<file path="config.mk">
export PLATFORM = sky130hd
export DESIGN_NAME = line_aware_receive_fifo_top
export DESIGN_NICKNAME = d
export VERILOG_FILES = /design/src/lrfifo_pkg.sv /design/src/lrfifo_ram.sv /design/src/lrfifo_front.sv /design/src/lrfifo_back.sv /design/src/line_aware_receive_fifo_top.sv
export SDC_FILE = /design/constraint.sdc
export NUM_CORES = 1
export LEC_CHECK = 0
export BUFFER_PORTS_ARGS = -buffer_cell sky130_fd_sc_hd__buf_2
export CAP_MARGIN = 30
export CORE_ASPECT_RATIO = 0.75
export CORE_MARGIN = 2
export CORE_UTILIZATION = 64
export CTS_CLUSTER_SIZE = 20
export DETAILED_ROUTE_END_ITERATION = 10
export GPL_TIMING_DRIVEN = 0
export PLACE_DENSITY = 0.82
export SYNTH_ARGS = -nofsm -noshare
export SYNTH_HDL_FRONTEND = slang
export SYNTH_SLANG_ARGS = --single-unit
</file>
<file path="constraint.sdc">
create_clock -name clk -period 15.65 [get_ports clk]
set_clock_uncertainty 0.1 [all_clocks]
set_input_delay 3.13 -clock clk [delete_from_list [all_inputs] [get_ports clk]]
set_output_delay 3.13 -clock clk [all_outputs]
set_load 0.005 [all_outputs]
</file>
<file path="src/lrfifo_pkg.sv">
`default_nettype none
// ----------------------------------------------------------------------------
// lrfifo_pkg
// Types, codes and the terminator matcher shared by the receive FIFO modules.
// ----------------------------------------------------------------------------
package lrfifo_pkg;

	localparam int unsigned FIFO_DEPTH_DEF = 64;
	localparam logic [3:0]  MAX_TERM_LEN   = 4'd10;

	localparam logic [1:0] OP_RECEIVE = 2'd0;
	localparam logic [1:0] OP_READ    = 2'd1;
	localparam logic [1:0] OP_FLUSH   = 2'd2;

	localparam logic [1:0] CFG_TERM_LOW  = 2'd0;
	localparam logic [1:0] CFG_TERM_HIGH = 2'd1;
	localparam logic [1:0] CFG_TERM_LEN  = 2'd2;

	localparam logic [63:0] TERM_LOW_RST  = 64'h0000_0000_0000_0A0D;
	localparam logic [15:0] TERM_HIGH_RST = 16'h0000;
	localparam logic [3:0]  TERM_LEN_RST  = 4'd2;

	localparam logic [7:0]  EMPTY_BYTE = 8'hFF;
	localparam logic [15:0] LINE_MAX   = 16'hFFFF;

	typedef struct packed {
		logic [1:0] op;
		logic [7:0] line_byte;
		logic       frame_error;
		logic       parity_error;
		logic       overrun_error;
	} in_item_t;

	typedef struct packed {
		logic [7:0]  read_byte;
		logic        read_empty;
		logic        line_end;
		logic        byte_dropped;
		logic [6:0]  bytes_available;
		logic [15:0] lines_available;
	} out_item_t;

	typedef enum logic [2:0] {
		CMD_RECV,
		CMD_REJECT,
		CMD_READ,
		CMD_FLUSH,
		CMD_NOP
	} cmd_kind_t;

	typedef struct packed {
		cmd_kind_t  kind;
		logic [7:0] data;
	} cmd_t;

	typedef struct packed {
		logic [3:0] idx;
		logic       hit;
	} match_t;

	// A mismatching byte restarts the matcher at index one when it equals the
	// first terminator byte, otherwise at zero.
	function automatic match_t lrfifo_match(input logic [3:0] idx, input logic [7:0] b,
			input logic [15:0][7:0] term, input logic [3:0] len);
		match_t     r;
		logic [3:0] cur;
		r.idx = idx;
		r.hit = 1'b0;
		cur   = (idx >= len) ? 4'd0 : idx;
		if (len != 4'd0) begin
			if (term[cur] == b) begin
				if ((cur + 4'd1) == len) begin
					r.idx = 4'd0;
					r.hit = 1'b1;
				end else begin
					r.idx = cur + 4'd1;
				end
			end else begin
				r.idx = (b == term[0]) ? 4'd1 : 4'd0;
			end
		end
		return r;
	endfunction

endpackage
`default_nettype wire

</file>
<file path="src/lrfifo_ram.sv">
`default_nettype none
// ----------------------------------------------------------------------------
// lrfifo_ram
// Simple dual-port RAM with one write port and one registered read port.
// ----------------------------------------------------------------------------
module lrfifo_ram #(
	parameter int unsigned WIDTH = 8,
	parameter int unsigned DEPTH = 64
) (
	input  wire logic                     clk,
	input  wire logic                     we,
	input  wire logic [$clog2(DEPTH)-1:0] waddr,
	input  wire logic [WIDTH-1:0]         wdata,
	input  wire logic                     re,
	input  wire logic [$clog2(DEPTH)-1:0] raddr,
	output logic      [WIDTH-1:0]         rdata
);

	logic [WIDTH-1:0] mem_q [DEPTH];

	always_ff @(posedge clk) begin
		if (we) begin
			mem_q[waddr] <= wdata;
		end
		if (re) begin
			rdata <= mem_q[raddr];
		end
	end

endmodule
`default_nettype wire

</file>
<file path="src/lrfifo_front.sv">
`default_nettype none
// ----------------------------------------------------------------------------
// lrfifo_front
// Accepts operations, classifies them and queues them for the back end.
// ----------------------------------------------------------------------------
module lrfifo_front (
	input  wire logic                  clk,
	input  wire logic                  arst_n,
	input  wire logic                  cmd_valid,
	output logic                       cmd_ready,
	input  wire lrfifo_pkg::in_item_t  cmd,
	output logic                       deq_valid,
	input  wire logic                  deq_ready,
	output lrfifo_pkg::cmd_t           deq_cmd
);

	import lrfifo_pkg::*;

	cmd_t       queue_q [2];
	logic       wr_ptr_q;
	logic       rd_ptr_q;
	logic [1:0] cnt_q;
	cmd_t       cls;
	logic       push;
	logic       pop;

	always_comb begin
		cls.data = cmd.line_byte;
		unique case (cmd.op)
			OP_RECEIVE: begin
				cls.kind = (cmd.frame_error | cmd.parity_error | cmd.overrun_error)
					? CMD_REJECT : CMD_RECV;
			end
			OP_READ:  cls.kind = CMD_READ;
			OP_FLUSH: cls.kind = CMD_FLUSH;
			default:  cls.kind = CMD_NOP;
		endcase
	end

	assign cmd_ready = (cnt_q != 2'd2);
	assign push      = cmd_valid & cmd_ready;
	assign deq_valid = (cnt_q != 2'd0);
	assign pop       = deq_valid & deq_ready;
	assign deq_cmd   = queue_q[rd_ptr_q];

	always_ff @(posedge clk) begin
		if (push) begin
			queue_q[wr_ptr_q] <= cls;
		end
	end

	always_ff @(posedge clk or negedge arst_n) begin
		if (!arst_n) begin
			wr_ptr_q <= 1'b0;
			rd_ptr_q <= 1'b0;
			cnt_q    <= 2'd0;
		end else begin
			if (push) begin
				wr_ptr_q <= ~wr_ptr_q;
			end
			if (pop) begin
				rd_ptr_q <= ~rd_ptr_q;
			end
			if (push && !pop) begin
				cnt_q <= cnt_q + 2'd1;
			end else if (pop && !push) begin
				cnt_q <= cnt_q - 2'd1;
			end
		end
	end

endmodule
`default_nettype wire

</file>
<file path="src/lrfifo_back.sv">
`default_nettype none
// ----------------------------------------------------------------------------
// lrfifo_back
// Executes queued operations on the byte store, matchers and line count.
// ----------------------------------------------------------------------------
module lrfifo_back #(
	parameter int unsigned FIFO_DEPTH = lrfifo_pkg::FIFO_DEPTH_DEF
) (
	input  wire logic                  clk,
	input  wire logic                  arst_n,
	input  wire logic                  cmd_valid,
	output logic                       cmd_ready,
	input  wire lrfifo_pkg::cmd_t      cmd,
	input  wire logic                  cfg_we,
	input  wire logic [1:0]            cfg_index,
	input  wire logic [63:0]           cfg_wdata,
	output logic                       rsp_valid,
	input  wire logic                  rsp_ready,
	output lrfifo_pkg::out_item_t      rsp
);

	import lrfifo_pkg::*;

	localparam int unsigned PTR_W  = $clog2(FIFO_DEPTH);
	localparam int unsigned FILL_W = $clog2(FIFO_DEPTH + 1);
	localparam logic [PTR_W-1:0]  PTR_LAST = PTR_W'(FIFO_DEPTH - 1);
	localparam logic [FILL_W-1:0] FILL_MAX = FILL_W'(FIFO_DEPTH);

	typedef enum logic {
		ST_RUN,
		ST_READ_WAIT
	} state_t;

	state_t           state_q;
	logic [FILL_W-1:0] fill_q;
	logic [PTR_W-1:0] head_q;
	logic [PTR_W-1:0] tail_q;
	logic [3:0]       rx_idx_q;
	logic [3:0]       rd_idx_q;
	logic [15:0]      lines_q;
	logic [63:0]      term_low_q;
	logic [15:0]      term_high_q;
	logic [3:0]       term_len_q;
	logic             rsp_valid_q;
	out_item_t        rsp_q;

	logic [15:0][7:0] term;
	logic [3:0]       act_len;
	logic [7:0]       ram_rdata;
	logic             out_free;
	logic             take;
	logic             full;
	logic             ram_we;
	logic             ram_re;
	match_t           rx_m;
	match_t           rd_m;
	logic [PTR_W-1:0] head_nxt;
	logic [PTR_W-1:0] tail_nxt;

	assign term     = {48'h0, term_high_q, term_low_q};
	assign act_len  = (term_len_q > MAX_TERM_LEN) ? MAX_TERM_LEN : term_len_q;
	assign out_free = !rsp_valid_q || rsp_ready;
	assign cmd_ready = (state_q == ST_RUN) && out_free && !cfg_we;
	assign take     = cmd_valid && cmd_ready;
	assign full     = (fill_q == FILL_MAX);
	assign ram_we   = take && (cmd.kind == CMD_RECV) && !full;
	assign ram_re   = take && (cmd.kind == CMD_READ) && (fill_q != '0);
	assign rx_m     = lrfifo_match(rx_idx_q, cmd.data, term, act_len);
	assign rd_m     = lrfifo_match(rd_idx_q, ram_rdata, term, act_len);
	assign head_nxt = (head_q == PTR_LAST) ? '0 : head_q + PTR_W'(1);
	assign tail_nxt = (tail_q == PTR_LAST) ? '0 : tail_q + PTR_W'(1);
	assign rsp_valid = rsp_valid_q;
	assign rsp       = rsp_q;

	lrfifo_ram #(
		.WIDTH(8),
		.DEPTH(FIFO_DEPTH)
	) u_store (
		.clk   (clk),
		.we    (ram_we),
		.waddr (tail_q),
		.wdata (cmd.data),
		.re    (ram_re),
		.raddr (head_q),
		.rdata (ram_rdata)
	);

	always_ff @(posedge clk or negedge arst_n) begin
		if (!arst_n) begin
			state_q     <= ST_RUN;
			fill_q      <= '0;
			head_q      <= '0;
			tail_q      <= '0;
			rx_idx_q    <= 4'd0;
			rd_idx_q    <= 4'd0;
			lines_q     <= 16'd0;
			term_low_q  <= TERM_LOW_RST;
			term_high_q <= TERM_HIGH_RST;
			term_len_q  <= TERM_LEN_RST;
			rsp_valid_q <= 1'b0;
			rsp_q       <= '0;
		end else begin
			if (rsp_valid_q && rsp_ready) begin
				rsp_valid_q <= 1'b0;
			end
			if (cfg_we) begin
				if (cfg_index == CFG_TERM_LOW || cfg_index == CFG_TERM_HIGH
						|| cfg_index == CFG_TERM_LEN) begin
					unique case (cfg_index)
						CFG_TERM_LOW:  term_low_q  <= cfg_wdata;
						CFG_TERM_HIGH: term_high_q <= cfg_wdata[15:0];
						default:       term_len_q  <= cfg_wdata[3:0];
					endcase
					fill_q   <= '0;
					head_q   <= '0;
					tail_q   <= '0;
					rx_idx_q <= 4'd0;
					rd_idx_q <= 4'd0;
					lines_q  <= 16'd0;
				end
			end else if (state_q == ST_READ_WAIT) begin
				rd_idx_q              <= rd_m.idx;
				rsp_valid_q           <= 1'b1;
				rsp_q                 <= '0;
				rsp_q.read_byte       <= ram_rdata;
				rsp_q.line_end        <= rd_m.hit;
				rsp_q.bytes_available <= 7'(fill_q);
				if (rd_m.hit && lines_q != 16'd0) begin
					lines_q               <= lines_q - 16'd1;
					rsp_q.lines_available <= lines_q - 16'd1;
				end else begin
					rsp_q.lines_available <= lines_q;
				end
				state_q <= ST_RUN;
			end else if (take) begin
				rsp_q                 <= '0;
				rsp_q.bytes_available <= 7'(fill_q);
				rsp_q.lines_available <= lines_q;
				rsp_valid_q           <= 1'b1;
				unique case (cmd.kind)
					CMD_RECV: begin
						rsp_q.byte_dropped <= full;
						if (!full) begin
							tail_q                <= tail_nxt;
							fill_q                <= fill_q + FILL_W'(1);
							rsp_q.bytes_available <= 7'(fill_q + FILL_W'(1));
						end
						rx_idx_q <= rx_m.idx;
						if (rx_m.hit && lines_q != LINE_MAX) begin
							lines_q               <= lines_q + 16'd1;
							rsp_q.lines_available <= lines_q + 16'd1;
						end
					end
					CMD_REJECT: begin
						rsp_q.byte_dropped <= 1'b1;
					end
					CMD_READ: begin
						if (fill_q == '0) begin
							rsp_q.read_byte       <= EMPTY_BYTE;
							rsp_q.read_empty      <= 1'b1;
							rsp_q.lines_available <= 16'd0;
							lines_q               <= 16'd0;
						end else begin
							head_q      <= head_nxt;
							fill_q      <= fill_q - FILL_W'(1);
							rsp_valid_q <= 1'b0;
							state_q     <= ST_READ_WAIT;
						end
					end
					CMD_FLUSH: begin
						fill_q                <= '0;
						head_q                <= '0;
						tail_q                <= '0;
						rx_idx_q              <= 4'd0;
						rd_idx_q              <= 4'd0;
						lines_q               <= 16'd0;
						rsp_q.bytes_available <= 7'd0;
						rsp_q.lines_available <= 16'd0;
					end
					default: begin
					end
				endcase
			end
		end
	end

endmodule
`default_nettype wire

</file>
<file path="src/line_aware_receive_fifo_top.sv">
`default_nettype none
// ----------------------------------------------------------------------------
// line_aware_receive_fifo_top
// Receive byte FIFO of a serial port that counts lines ended by a
// programmable terminator sequence.
// ----------------------------------------------------------------------------
// Operations enter a two-entry queue and are executed one at a time by the
// back end, each giving one result transfer. A receive, a rejected byte, a
// flush or an unused code is done in the back end's run state; a read of a
// stored byte also passes the read-wait state, for the registered read port
// of the byte memory. The byte memory has no clearing pass after reset.
// Writing any terminator register also flushes FIFO, matchers, line count.
module line_aware_receive_fifo_top #(
	parameter int unsigned FIFO_DEPTH = lrfifo_pkg::FIFO_DEPTH_DEF
) (
	input  wire logic                  clk,
	input  wire logic                  arst_n,
	input  wire logic                  cmd_valid,
	output logic                       cmd_ready,
	input  wire lrfifo_pkg::in_item_t  cmd,
	output logic                       rsp_valid,
	input  wire logic                  rsp_ready,
	output lrfifo_pkg::out_item_t      rsp,
	input  wire logic                  cfg_we,
	input  wire logic [1:0]            cfg_index,
	input  wire logic [63:0]           cfg_wdata
);

	import lrfifo_pkg::*;

	logic deq_valid;
	logic deq_ready;
	cmd_t deq_cmd;

	lrfifo_front u_front (
		.clk       (clk),
		.arst_n    (arst_n),
		.cmd_valid (cmd_valid),
		.cmd_ready (cmd_ready),
		.cmd       (cmd),
		.deq_valid (deq_valid),
		.deq_ready (deq_ready),
		.deq_cmd   (deq_cmd)
	);

	lrfifo_back #(
		.FIFO_DEPTH(FIFO_DEPTH)
	) u_back (
		.clk       (clk),
		.arst_n    (arst_n),
		.cmd_valid (deq_valid),
		.cmd_ready (deq_ready),
		.cmd       (deq_cmd),
		.cfg_we    (cfg_we),
		.cfg_index (cfg_index),
		.cfg_wdata (cfg_wdata),
		.rsp_valid (rsp_valid),
		.rsp_ready (rsp_ready),
		.rsp       (rsp)
	);

endmodule
`default_nettype wire
</file>
* Word level (Yosys, flattened, before mapping) *
Memories as Yosys holds them, arrays and structs flattened. A register that Yosys moved wholly into a read port is not among the register bits.
Index checks and enable logic that the tools add are counted.

word-level totals
  register bits after elaboration = 167
  bits in writable memories = 534
  bits of input ports = 84
  memories = 2

memories
  memory                depth  bits a word  rd ports  clocked after Yosys merged registers in  wr ports  line                source
  u_back.u_store.mem_q  64     8            1         1                                        1         lrfifo_ram.sv:19    logic [WIDTH-1:0] mem_q [DEPTH];
  u_front.queue_q       2      11           1         0                                        1         lrfifo_front.sv:19  cmd_t queue_q [2];

operators by class
  add/subtract/negate cells = 10
  order comparisons = 5
  eq/ne operators = 24
  mux-type cells = 80
  bitwise gates (word level) = 9
  reductions and logical operators = 47

operators with widths
  kind                                                count
  two-way mux 16 bit                                  7
  two-way mux 34 bit                                  2
  two-way mux 6 bit                                   11
  binary-select mux 8 bit (select 4 bit)              2
  two-way mux 4 bit                                   15
  case mux 16 bit (3 select lines)                    1
  two-way mux 7 bit                                   6
  equality test 8 bit                                 4
  case mux 6 bit (2 select lines)                     2
  two-way mux 1 bit                                   21
  case mux 7 bit (3 select lines)                     1
  AND reduction 5 bit                                 4
  two-way mux 9 bit                                   2
  adder 16 x 1 -> 16 bit, second input constant       1
  two-way mux 8 bit                                   2
  != test 16 bit, second input constant               1
  nonzero test 16 bit                                 1
  subtractor 16 x 1 -> 16 bit, second input constant  1
  case mux 7 bit (2 select lines)                     1
  adder 6 x 1 -> 6 bit, second input constant         2
  equality test 6 bit, second input constant          2
  logical AND 1 bit                                   12
  != test 3 bit, second input constant                4
  nonzero test 3 bit                                  4
  other kinds (36)                                    66

* Longest topological paths before layout *
Gate-level depths: netlist of the first run.

  word-level depth = 15
  mapped depth = 23
  gate-level depth less buffers = 19

* By module *
A second synthesis of the first run with hierarchy kept.

unflattened totals
  cells, all modules = 2155
  area, all modules = 32043.2 um2

by module, submodules not included
  module        instances  cells an instance  area an instance (um2)  sequential area each (um2)
  lrfifo_ram    1          940                20246.9                 15615.0
  lrfifo_back   1          1157               10746.6                 4086.4
  lrfifo_front  1          58                 1049.8                  760.7

* Worst setup path after synthesis of the first run *
OpenSTA, ideal clock, no wires.

  path type = input -> register
  from = in rsp_ready
  to = mem u_back.u_store.mem_q[62][0] (enable)
  setup time = 0.371 ns
  arrival time = 4.872 ns
  slack = 10.307 ns
  stages on the path = 8
  path buffers = 1
  cells stage by stage = nor2b_1 nor3_1 o21a_1 clkbuf_1 nand2_1 nor4_1 nand3_1 nor2_1

between the ends
  word-level cells in the longest chain between the ends = 8

RTL lines
  item                                     line                               source
  from (decl)                              line_aware_receive_fifo_top.sv:22  input wire logic rsp_ready,
  logical OR 1 bit                         lrfifo_back.sv:62                  assign out_free = !rsp_valid_q || rsp_ready;
  logical AND 1 bit (2 in a row)           lrfifo_back.sv:63                  assign cmd_ready = (state_q == ST_RUN) && out_free && !cfg_we;
  logical AND 1 bit                        lrfifo_back.sv:64                  assign take = cmd_valid && cmd_ready;
  logical AND 1 bit (2 in a row)           lrfifo_back.sv:66                  assign ram_we = take && (cmd.kind == CMD_RECV) && !full;
  two-way mux 1 bit                        lrfifo_ram.sv:22                   if (we) begin
  two-way mux 1 bit (implied by the code)  lrfifo_ram.sv:23                   mem_q[waddr] <= wdata;
  to (decl)                                lrfifo_ram.sv:19

Every way passes these cells.

* Worst setup path in the final report of the first run *
  from = in cfg_we
  to = mem u_back.u_store.mem_q[22][6] (enable)

between the ends
  word-level cells in the longest chain between the ends = 7

RTL lines
  item                                     line                               source
  from (decl)                              line_aware_receive_fifo_top.sv:24  input wire logic cfg_we,
  logical NOT 1 bit                        lrfifo_back.sv:63
  logical AND 1 bit                        lrfifo_back.sv:63
  logical AND 1 bit                        lrfifo_back.sv:64
  logical AND 1 bit (2 in a row)           lrfifo_back.sv:66
  two-way mux 1 bit                        lrfifo_ram.sv:22
  two-way mux 1 bit (implied by the code)  lrfifo_ram.sv:23

Every way passes these cells.

==> impl_metrics.ini, run 1 <==
[outcome]
outcome = completed

[route]
ant_nets = 0
drc = 0
avgViaCountPerCell = 7.00
drt_iter0_drc = 3198
wl_per_cell_um = 29.9
totalWireLength_mm = 89.2
drtPass1Iterations = 6
vias = 20900

[worst_setup_path]
timing.rr.start = u_back.rd_idx_q[0]$_DFFE_PN0P_
r2r_slack_ps = 9560
critPathMaxFanout = 10
cp_cell_sequence = buf_2 > nor3_1 > o21a_1 > clkbuf_1 > nand2_1 > nor4_1 > nand3_1 > nor2_1
r2r_cells = 17
crit_family = simple AND/OR/NAND/NOR gates
worst-path-buf-inv = 2
reg2reg_to = u_back.lines_q[8]$_DFFE_PN0P_
end_kind = register
path_class = in -> reg
required_ps = 15800
crit_arrival_ps = 6750
slowest_delay_ps = 940
slowest_stage = nor2_1
cp-start-kind = input port

[floorplan]
ios = 120
rows = 70
start_util_pct = 64.9
die-area_mm2 = 0.0513
die_x_um = 261
core-area_mm2 = 0.0488
die_h_um = 197

[layout]
layout-drive-gt1-share_pct = 22.7
nets = 2385
area_growth_syn_to_layout_pct = 11.9
n_fill_cell = 3056
fin_area_mm2 = 0.0354
seq_area_mm2 = 0.0205
fin_cells = 2984
multi_input_area_mm2 = 0.0105

[power]
switching_share_pct = 32.5
power_leakage_nw = 12.1
internal_power_mw = 3.79
seq_power_share_pct = 43.4
switchingPower_mw = 1.82
pwr-share-clk_pct = 27.9
power_frac_comb_pct = 28.8
ir_drop_mv = 0.135
pwr_density_cell_mw_per_mm2 = 158

[synth]
ys_seq_area_share_pct = 64.7
yosys-top-cells-area = edfxtp_1 51%, dfrtp_1 13%, mux4_2 10%
postSynthCellCount = 2080
yosysMostFrequentCell = edfxtp_1
synthTopCellsByCount = 542 x edfxtp_1, 161 x dfrtp_1, 147 x mux4_2
syn-cell-area_mm2 = 0.0316
yosys.area.top_type = edfxtp_1
synth_edf_count = 542
synth_nets = 2182
synth_top_area_share_pct = 51.4
synth_flop_cell = edfxtp_1
ys_ff_latch = 709
synthArstFlopShare_pct = 23.6
ys.warnings.count = 0
synth.avg_cell_area_um2 = 15.2
synth.distinct_cells = 80

[global_routing]
overflow = 0
track_usage_pct = 35.5
antenna_found_initial = 2
grt_pass1_vias = 20400
grt_max_degree = 97
grt_pass1_wl_mm = 131

[clocking]
clk_latency_ps = 640
post_cts_resize_count = 0
cts_buffers = 66
postCtsSetupBuffers = 0
clk_pin_slew_ps = 60
cts.hold.buffers_added = 0
cts.sinks = 709
cts-root-buf = clkbuf_16
cts_tree = built
h-tree-depth = 3
cts_buffer_depth = 3

[timing]
grt_setup_unrepaired = no
final-max-slew-violation-count = 0
post-route-period-util_pct = 42.1
fmaxAchievable_mhz = 152
setup_tns_ps = 0
hold_viol = 0
slew_headroom_pct = 22.2
worst_slack_ps = 9060
finalCriticalPeriod_ps = 6590
finalSetupViolCount = 0
worst_pin_slew_ps = 1170

[placement]
portBuffers = 119
place.gp.congestion = 0.970
placed_cell_area_mm2 = 0.0333
dpl.hpwl_mm = 60.1
dp_slack_ps = 8610
placed_cells = 2857

[min_path]
hold_path_class = reg -> reg
hold_start = u_back.rsp[12]$_DFFE_PN0P_
hold_depth = 1
whs_endpoint = u_back.rsp[12]$_DFFE_PN0P_

[flow_run]
maxCapViolCount = 0
-- per-layer routing --
layer	up-vias	part of all wire, %	GRT usage [%]	wire length, µm
met3	222	13	9.81	11300
met1	10500	39	52.6	35100
met5	-	0.018	0	16
met4	2	3.2	11.1	2840
met2	1524	45	51.9	39900
li1	8614	-	-	-
-- registers in the layout (all words and copies together) (netlist names), 7 cells and up --
register and cells:
u_back.term_high_q 16, u_back.u_store.rdata 8, u_back.lines_q 16, u_back.rsp 34, u_back.fill_q 7, u_back.term_low_q 64, u_back.u_store.mem_q 512, u_front.queue_q 22
-- power groups by stage --
stage | registers [mW] | logic [mW] | clock network, mW
CTS | 2.43 | 1.57 | 1.57
finish | 2.43 | 1.61 | 1.56
floorplan | 2.43 | 0.997 | 0
global placement | 2.48 | 1.44 | 0
global route | 2.44 | 1.71 | 1.64
detailed placement | 2.47 | 1.54 | 0
-- cell families (layout without fill, tap and decap cells) --
family                     count (synthesis)  after routing  share of synthesized area (%)
xor gates and xnor gates                  45             45                           1.25
muxes                                    319            319                           16.3
adders and majority gates                 18             18                          0.712
AOI/OAI and AO/OA                        345            345                           7.71
buffers and inverters                    164            419                           2.04
DFF                                      709            709                           64.7
and+or+nand+nor                          480            480                           7.32
other                                      0              1                              0
-- cell usage in the layout (no fill, tap or decap), types with 16 or more instances in the layout --
cell type	netlist	routed
a21o_1	16	16
a21oi_1	52	52
a221o_1	18	18
a221oi_1	16	16
a22oi_1	23	23
buf_1	28	28
buf_2	14	132
clkbuf_1	89	107
clkbuf_16	0	67
dfrtp_1	161	161
edfxtp_1	542	542
ha_1	18	18
inv_1	29	23
mux2_2	105	105
mux2i_1	67	67
mux4_2	147	147
nand2_1	121	121
nand3_1	44	44
nor2_1	138	138
nor2b_1	16	16
nor3_1	31	31
nor4_1	22	21
o21ai_0	87	87
or3_1	17	17
xnor2_1	24	24
xor2_1	21	21
-- stage by stage --
stage	total power, mW	hold slack, ps	utilization [%]
after floorplan	3.43	361	-
after global placement	3.92	359	67.8
after detailed placement	4.01	365	68.2
after CTS	5.57	379	72.4
after global routing	5.80	411	72.6
final	5.61	380	72.6
-- how the worst max path moves through the flow --
| stage | from | to | slack (ps) | cells past startpoint |
|---|---|---|---|---|
| after global placement | arst_n | u_back.lines_q[11]$_DFFE_PN0P_ | 8670 | 1 |
| after CTS | cfg_we | u_back.u_store.mem_q[38][6]$_DFFE_PP_ | 9210 | 8 |
| after floorplan | rsp_ready | u_back.u_store.mem_q[62][0]$_DFFE_PP_ | 10310 | 8 |
| after global routing | cfg_we | u_back.u_store.mem_q[22][6]$_DFFE_PP_ | 8970 | 8 |
| after detailed placement | cfg_we | u_back.u_store.mem_q[14][4]$_DFFE_PP_ | 8610 | 8 |
| final | cfg_we | u_back.u_store.mem_q[22][6]$_DFFE_PP_ | 9060 | 8 |
-- area by class of cell --
| cell class | count | area share, % |
|---|---|---|
| multi-input cells | 1207 | 29.8 |
| repair buffers | 135 | 2.52 |
| well taps | 648 | 2.29 |
| clock buffers | 90 | 5.10 |
| flip-flops and latches | 709 | 57.8 |
| inverters | 29 | 0.307 |
| clock inverters | 30 | 0.721 |
| diodes | 1 | 0.00707 |
| plain buffers | 135 | 1.51 |
No activity file was read; power rests on OpenSTA's default activity.
==> inputs of run 2 (changes only) <==
Settings changed: CORE_UTILIZATION 64 to 62, PLACE_DENSITY 0.82 to 0.8.
Clock period 15.65 ns to 6.7 ns, I/O delays scaled along.
==> run 2 against run 1 <==
Effect of this change:
- via count decreased by 0.64%
- non-clock buffer count increased by 3
- clock power increased by 140%
- final cell count increased by 0.47%
- count of clock-buffer cells in the layout decreased by 2
- sequential cell count unchanged
- largest power group unchanged
- cell area increased by 0.15%
- hold slack about the same
- first-iteration DRC count increased by 7.3%
- sequential share of layout area decreased by 0.088 points
- global-route usage decreased by 2.0 points
==> impl_metrics.ini, run 2 (synthesis gave the netlist of run 1 again) <==
[power]
pwr_density_cell_mw_per_mm2 = 369
power_leakage_nw = 12.1
ir_drop_mv = 0.301
total_power_mw = 13.1

[worst_setup_path]
worst-path-buf-inv = 5
critPathLaunch = u_back.term_len_q[3]$_DFFE_PN0P_
cp-start-kind = register
crit_arrival_ps = 6540
path_class = reg -> reg
critPathMaxFanout = 10
required_ps = 7100
slowest_delay_ps = 590
crit_family = compound AO/OA/AOI/OAI gates
cp_cell_sequence = clkbuf_1 > inv_1 > ha_1 > and2_1 > clkbuf_1 > nand2_2 > o21ai_0 > inv_1 > ha_1 > xor2_1 > nand2_1 > nor3_1 > a31oi_1 > nor2_1 > o22ai_1 > nand3b_1 > or4_1 > buf_2 > o311a_1 > a211o_1 > a221o_1
slowest_stage = o21ai_0
r2r_slack_ps = 570
end_kind = register
timing.rr.start = u_back.term_len_q[3]$_DFFE_PN0P_

[route]
drt_iter0_drc = 3432
drtPass1Iterations = 7
wl_per_cell_um = 29.1
vias = 20800
avgViaCountPerCell = 6.92
drc = 0
ant_nets = 0
totalWireLength_mm = 87.3

[timing]
slew_headroom_pct = 17.8
holdWs_ps = 381
final-max-slew-violation-count = 0
setup_tns_ps = 0
worst_pin_slew_ps = 1230
finalSetupViolCount = 0
finalCriticalPeriod_ps = 6130
fmaxAchievable_mhz = 163
hold_viol = 0
worst_slack_ps = 567
post-route-period-util_pct = 91.5
grt_setup_unrepaired = no

[placement]
portBuffers = 119
dpl.hpwl_mm = 60.1
dp_slack_ps = 797
place.gp.congestion = 0.986

[layout]
nets = 2389
n_fill_cell = 3291
fin_util_pct = 70.5
largest-register = u_back.u_store.mem_q
seq_area_mm2 = 0.0205
layout-drive-gt1-share_pct = 22.8
final_common_cell = edfxtp_1
area_growth_syn_to_layout_pct = 12.1
largest_reg_flops = 512
final_cell_mix = 542 x edfxtp_1, 161 x dfrtp_1, 147 x mux4_2
multi_input_area_mm2 = 0.0105

[clocking]
postCtsSetupBuffers = 0
cts_buffers = 67
clk_pin_slew_ps = 70
cts.sinks = 709
cts_buffer_depth = 3
cts_tree = built
clk_latency_ps = 630
cts-root-buf = clkbuf_16
post_cts_resize_count = 0
cts.hold.buffers_added = 0
h-tree-depth = 3

[floorplan]
die_h_um = 200
core-area_mm2 = 0.0503
die-area_mm2 = 0.0529
rows = 71
ios = 120
start_util_pct = 62.9
die_x_um = 265

[min_path]
hold_start = u_back.rsp[19]$_DFFE_PN0P_
hold_path_class = reg -> reg

[global_routing]
track_usage_pct = 33.5
overflow = 0
antenna_found_initial = 1
grt_pass1_wl_mm = 129
grt_max_degree = 108
grt_pass1_vias = 20200

[outcome]
outcome = completed

[flow_run]
maxCapViolCount = 0
[run 2: final timing paths]
kind                                                 to  cells after the start
setup / recovery             u_back.rsp[15]$_DFFE_PN0P_                     21
hold / removal               u_back.rsp[19]$_DFFE_PN0P_                      2
setup reg to reg             u_back.rsp[15]$_DFFE_PN0P_                     21
hold reg to reg              u_back.rsp[19]$_DFFE_PN0P_                      2
max in group asynchronous    u_back.rsp[16]$_DFFE_PN0P_                      2
min in group asynchronous  u_back.head_q[2]$_DFFE_PN0P_                      1
[run 2: layout make-up]
class	count	area share, %
sequential	709	57.7
multi-input combinational	1207	29.7
clock buffer	88	5.06
timing repair buffer	138	2.57
tap	657	2.32
buffer	135	1.51
clock inverter	34	0.832
inverter	29	0.307
antenna	1	0.00705
[run 2: metal layers]
layer | routed length [µm] | track usage (%) | share of wire [%]
met1 | 35700 | 50.4 | 41
met2 | 38400 | 48.4 | 44
met3 | 10400 | 8.53 | 12
met4 | 2860 | 10.8 | 3.3
met5 | 0 | 0 | 0
[run 2: worst register-to-register path: stages (launching register included)]
cell and delay (ps):
dfrtp_1 410, clkbuf_1 470, inv_1 120, ha_1 340, and2_1 130, clkbuf_1 320
nand2_2 140, o21ai_0 590, inv_1 200, ha_1 300, xor2_1 190, nand2_1 80
nor3_1 130, a31oi_1 60, nor2_1 120, o22ai_1 270, nand3b_1 440, or4_1 520
buf_2 200, o311a_1 320, a211o_1 300, a221o_1 270
[run 2: metrics by stage]
stage               instances  cell area [µm²]
floorplan                2080            31600
global placement         2856            33100
detailed placement       2869            33300
CTS                      2991            35400
global route             2998            35500
finish                   2998            35500
[run 2: where the power goes]
part	switching (mW)	internal [mW]	leakage, nW
sequential	0.257	5.43	6.96
clock	1.68	1.99	1.00
combinational	2.27	1.44	4.13
